===== src/hdl/rasr_pkg.sv =====
// ----------------------------------------------------------------------------
// rasr_pkg
// Shared types and constants for the rational add/subtract/reduce block.
// ----------------------------------------------------------------------------
package rasr_pkg;

  localparam int VALUE_WIDTH_DEF = 32;
  localparam int FIELD_W         = 32;
  localparam int QUEUE_DEPTH     = 2;

  localparam logic [1:0] ACT_ADD = 2'd0;
  localparam logic [1:0] ACT_SUB = 2'd1;

  // classified word handed from front to back; fractions are saturated,
  // sign-extended and carry a positive (or zero) denominator
  typedef struct packed {
    logic               is_add;
    logic               is_cmp;
    logic               bad;
    logic [FIELD_W-1:0] an;
    logic [FIELD_W-1:0] ad;
    logic [FIELD_W-1:0] bn;
    logic [FIELD_W-1:0] bd;
  } item_t;

endpackage


===== src/hdl/rasr_front.sv =====
// ----------------------------------------------------------------------------
// rasr_front
// Accepts words, saturates and sign-normalizes the fractions, flags zero
// denominators and queues the classified word for the back end.
// ----------------------------------------------------------------------------
module rasr_front import rasr_pkg::*; #(
  parameter int VALUE_WIDTH = VALUE_WIDTH_DEF
) (
  input  logic               clk,
  input  logic               rst,
  input  logic               in_valid,
  output logic               in_stall,
  input  logic [1:0]         action,
  input  logic [FIELD_W-1:0] first_num,
  input  logic [FIELD_W-1:0] first_den,
  input  logic [FIELD_W-1:0] second_num,
  input  logic [FIELD_W-1:0] second_den,
  output logic               q_valid,
  output item_t              q_item,
  input  logic               q_pop
);

  localparam int W  = VALUE_WIDTH;
  localparam int PW = $clog2(QUEUE_DEPTH);

  function automatic logic signed [W-1:0] sat(input logic [FIELD_W-1:0] raw);
    logic signed [W-1:0] v;
    v = signed'(raw[W-1:0]);
    if (v == signed'({1'b1, {(W-1){1'b0}}})) begin
      v = signed'({1'b1, {(W-2){1'b0}}, 1'b1});
    end
    return v;
  endfunction

  logic signed [W-1:0] an, ad, bn, bd;
  item_t               item;

  always_comb begin
    an = sat(first_num);
    ad = sat(first_den);
    bn = sat(second_num);
    bd = sat(second_den);
    if (ad[W-1]) begin
      an = -an;
      ad = -ad;
    end
    if (bd[W-1]) begin
      bn = -bn;
      bd = -bd;
    end
    item.is_add = (action == ACT_ADD);
    item.is_cmp = (action != ACT_ADD) && (action != ACT_SUB);
    item.bad    = (ad == '0) || (bd == '0);
    item.an     = FIELD_W'(an);
    item.ad     = FIELD_W'(ad);
    item.bn     = FIELD_W'(bn);
    item.bd     = FIELD_W'(bd);
  end

  item_t             ents [QUEUE_DEPTH];
  logic [PW-1:0]     wptr, rptr;
  logic [PW:0]       count;
  logic              push;

  assign in_stall = (count == (PW+1)'(QUEUE_DEPTH));
  assign push     = in_valid && !in_stall;
  assign q_valid  = (count != '0);
  assign q_item   = ents[rptr];

  always_ff @(posedge clk) begin
    if (push) begin
      ents[wptr] <= item;
    end
  end

  always_ff @(posedge clk) begin
    if (rst) begin
      wptr  <= '0;
      rptr  <= '0;
      count <= '0;
    end else begin
      if (push) begin
        wptr <= wptr + 1'b1;
      end
      if (q_pop) begin
        rptr <= rptr + 1'b1;
      end
      if (push && !q_pop) begin
        count <= count + 1'b1;
      end else if (!push && q_pop) begin
        count <= count - 1'b1;
      end
    end
  end

endmodule


===== config.mk =====
export PLATFORM = sky130hd
export DESIGN_NAME = rasr_front
export DESIGN_NICKNAME = d
export VERILOG_FILES = /design/src/hdl/rasr_pkg.sv /design/src/hdl/rasr_front.sv
export SDC_FILE = /design/constraint.sdc
export NUM_CORES = 1
export LEC_CHECK = 0
export BUFFER_PORTS_ARGS = -buffer_cell sky130_fd_sc_hd__buf_2
export CORE_ASPECT_RATIO = 0.7
export CORE_MARGIN = 10
export CORE_UTILIZATION = 56
export DETAILED_ROUTE_END_ITERATION = 7
export GPL_ROUTABILITY_DRIVEN = 0
export PLACE_DENSITY_LB_ADDON = 0.15
export SLEW_MARGIN = 25
export SYNTH_ARGS = -nofsm -noshare
export SYNTH_HDL_FRONTEND = slang
export SYNTH_SLANG_ARGS = --single-unit
export TNS_END_PERCENT = 100

===== constraint.sdc =====
create_clock -name clk -period 8.7 [get_ports clk]
set_input_delay 0 -clock clk [delete_from_list [all_inputs] [get_ports clk]]
set_output_delay 0 -clock clk [all_outputs]
set_load 0.05 [all_outputs]

==> results.yml <==
yosys:
  yosysMostFrequentCell: "edfxtp_1"
  ys.warnings.count: 0
  synth_xor_area_frac: 0.0728
  synth.cell_area_um2: 13200
  synthAdderAreaFrac: 0.00473
  yosys.area.top_type_share: 0.595
  synth_seq_cells: 267
  syn_avg_cell_area_um2: 13.3
  synth_edf_count: 262
  netlist_instances: 993
  yosysSeqAreaShare: 0.602
  muxShareOfSynthArea: 0.115
  synth_top_family_by_area: "multiplexers"
  async_flop_share: 0
  synth-simple-area-share: 0.109
  yosys_most_used_dff: "edfxtp_1"
  yosys.cell_types.count: 71
  synth_area_leaders: "edfxtp_1 59%, mux2_2 11%, xnor2_1 6.2%"
  yosysTopAreaCell: "edfxtp_1"
  synth_compound_area_frac: 0.0759
  synth_common_cells: "262 x edfxtp_1, 133 x mux2_2, 93 x xnor2_1"
power_and_ir_drop:
  p_per_area_nw_per_um2: 222
  vdd_drop_max_mv: 0.192
  total_power_uw: 3800
  leakage_uw: 0.00615
  pwr-share-seq: 0.438
  p_sw_frac: 0.329
  comb_power_share: 0.274
  power.internal_uw: 2550
  clkPwrFrac: 0.288
  p_switching_uw: 1250
worst_setup_path:
  r2r_end: "ents[0][40]$_DFFE_PP_"
  crit_top_cell: "nor4_1"
  arrival_ns: 5.09
  reg2reg_depth: 5
  endpoint_kind: "register"
  worstPathMaxFanout: 9
  worstPathRequired_ns: 9.09
  r2r-start: "count[0]$_SDFFE_PP0P_"
  crit_chain: "dlygate4sd3_1 -> buf_2 -> nor4_1 -> nand3_1 -> nor4_1 -> nor2_1 -> ha_1 -> nand3_1 -> o41a_1 -> a211oi_1 -> a2111o_1 -> or4_1 -> nor4_1 -> a41o_1"
  regToRegSetupSlack_ns: 5.30
  worst-setup-path-type: "primary input to register"
  critPathSlowestCell: "nor4_1"
  critPathMaxStageDelay_ns: 0.80
  critPathLaunchType: "primary input"
drt:
  drtIter0Drc: 729
  ant_nets: 0
  avgViaCountPerCell: 5.79
  routedWlPerCell_um: 20.7
  drt_drc_violations_left: 0
  wirelength_um: 35700
  vias: 9981
  drt_first_pass_iters: 5
floorplanning:
  die_area_um2: 30300
  core-area_um2: 23000
  initial_core_util: 0.576
  die_w_um: 204
  io_pins: 267
  die_y_um: 149
  rows: 46
cts:
  cts_tree: "done"
  post_cts_buffers: 0
  root_buffer: "clkbuf_16"
  clkTransAtPathRegs_ns: 0.06
  cts_inserted_buffers: 27
  insertion_delay_ns: 0.53
  clock_sinks: 267
  cts_buffer_depth: 3
  htreeDepth: 1
sta:
  max_slew_margin: 0.335
  tns_ns: 0
  rsz0062_at_grt: "false"
  hold_ws_ns: 0.0274
  setup_violations: 0
  hold_viol: 0
  period_minus_slack_ns: 4.70
  tightest_slew_ns: 0.997
  drv_slew: 0
  skew_ns: 0.0192
  max_freq_mhz: 213
  fin_ws_ns: 4.00
  final.period_utilization: 0.540
min_path:
  hold_path.class: "primary input to register"
  hold_path_startpoint: "first_den[11]"
  min_to: "ents[1][75]$_DFFE_PP_"
  hold_path_depth: 3
finish:
  drive_above_1_share: 0.334
  fin_cells: 1725
  fillers: 1491
  area_growth_pct: 29.3
  nNetsFinal: 1532
placement:
  dpl.cell_count: 1534
  dp_hpwl_um: 23900
  portBuffers: 266
  pre_cts_ws_ns: 4.09
global_route:
  first_global_vias: 9789
  grt_overflow: 0
  track_usage: 0.230
  grt_pass1_wl_um: 56000
  grt_max_degree: 82
  antenna_found_initial: 1
run:
  drv_cap: 0
outcome:
  status: "finished, final reports clean"
kinds of logic (layout without fill, tap and decap cells):
family / Yosys count / after routing
AND/OR/NAND/NOR: 269 / 269
flip-flops: 267 / 267
AO/OA/AOI/OAI: 140 / 140
multiplexers: 135 / 135
XOR/XNOR: 110 / 110
buffers and inverters: 66 / 482
adder cells (fa/ha/maj): 5 / 5
other: 1 / 5
metal layers:
layer  vias up  GRT usage  share of wire
met5         -          0              0
met3        52     0.0523          0.084
met1      4855      0.322           0.43
met2       442      0.357           0.47
met4         0     0.0532          0.020
li1       4632          -              -
repair_timing:
action	4_1_cts	5_1_grt
endpoints found under the hold margin	263	0
hold buffers	141	0
gates resized for setup	0	0
power groups by stage:
stage	registers, uW	clock network (uW)	logic, uW
floorplan	1690	0	723
global placement	1680	0	970
detailed placement	1690	0	976
CTS	1660	1110	1030
global route	1680	1170	1100
finish	1670	1100	1040
stage by stage:
| stage | area, um2 | util |
|---|---|---|
| 2_1_floorplan | 13200 | - |
| 3_3_place_gp | 14800 | 0.646 |
| 3_5_place_dp | 14800 | 0.646 |
| 4_1_cts | 17100 | 0.744 |
| 5_1_grt | 17100 | 0.745 |
| 6_report | 17100 | 0.745 |
placed cells by master (no fill, tap or decap), drive strengths merged, types with 20 or more instances in the layout:
| cell type | n |
|---|---|
| clkbuf | 29 |
| o21ai | 39 |
| xnor2 | 93 |
| edfxtp | 262 |
| dlygate4sd3 | 141 |
| buf | 274 |
| mux2 | 133 |
| or4 | 24 |
| nor4 | 30 |
| nand2 | 63 |
| nor2 | 54 |
| or3 | 25 |
| inv | 20 |
| o31ai | 24 |
worst max-delay path by stage:
stage                          startpoint                      to  slack (ns)  cells after the start
global route               second_den[13]  ents[1][128]$_DFFE_PP_        3.69                     14
CTS                        second_den[13]  ents[1][128]$_DFFE_PP_        4.07                     14
detailed placement         second_den[13]  ents[0][128]$_DFFE_PP_        4.09                     13
floorplan           count[0]$_SDFFE_PP0P_    ents[0][0]$_DFFE_PP_        2.03                      3
finish                     second_den[13]  ents[0][128]$_DFFE_PP_        4.00                     14
global placement           second_den[13]  ents[0][128]$_DFFE_PP_        4.21                     13
registers in the layout (all words and copies together), names as in the netlist, named ones only:
name and count:
ents 262, rptr 1, count 2, wptr 1
worst max-delay path, delay by kind of cell:
family | cells | cell delay, ns
simple gates | 7 | 3.21
compound gates | 4 | 0.82
fa+ha+maj | 1 | 0.31
buf+inv | 2 | 0.72
layout make-up:
type	count	area, um2	area share
multi-input combinational	663	5020	0.294
sequential	267	7970	0.466
timing repair buffer	415	2820	0.165
antenna	1	2.50	0.000146
clock buffer	29	683	0.0399
tap	312	390	0.0228
inverter	19	71.3	0.00417
clock inverter	19	146	0.00856
Power figures use the tool's default switching activity.
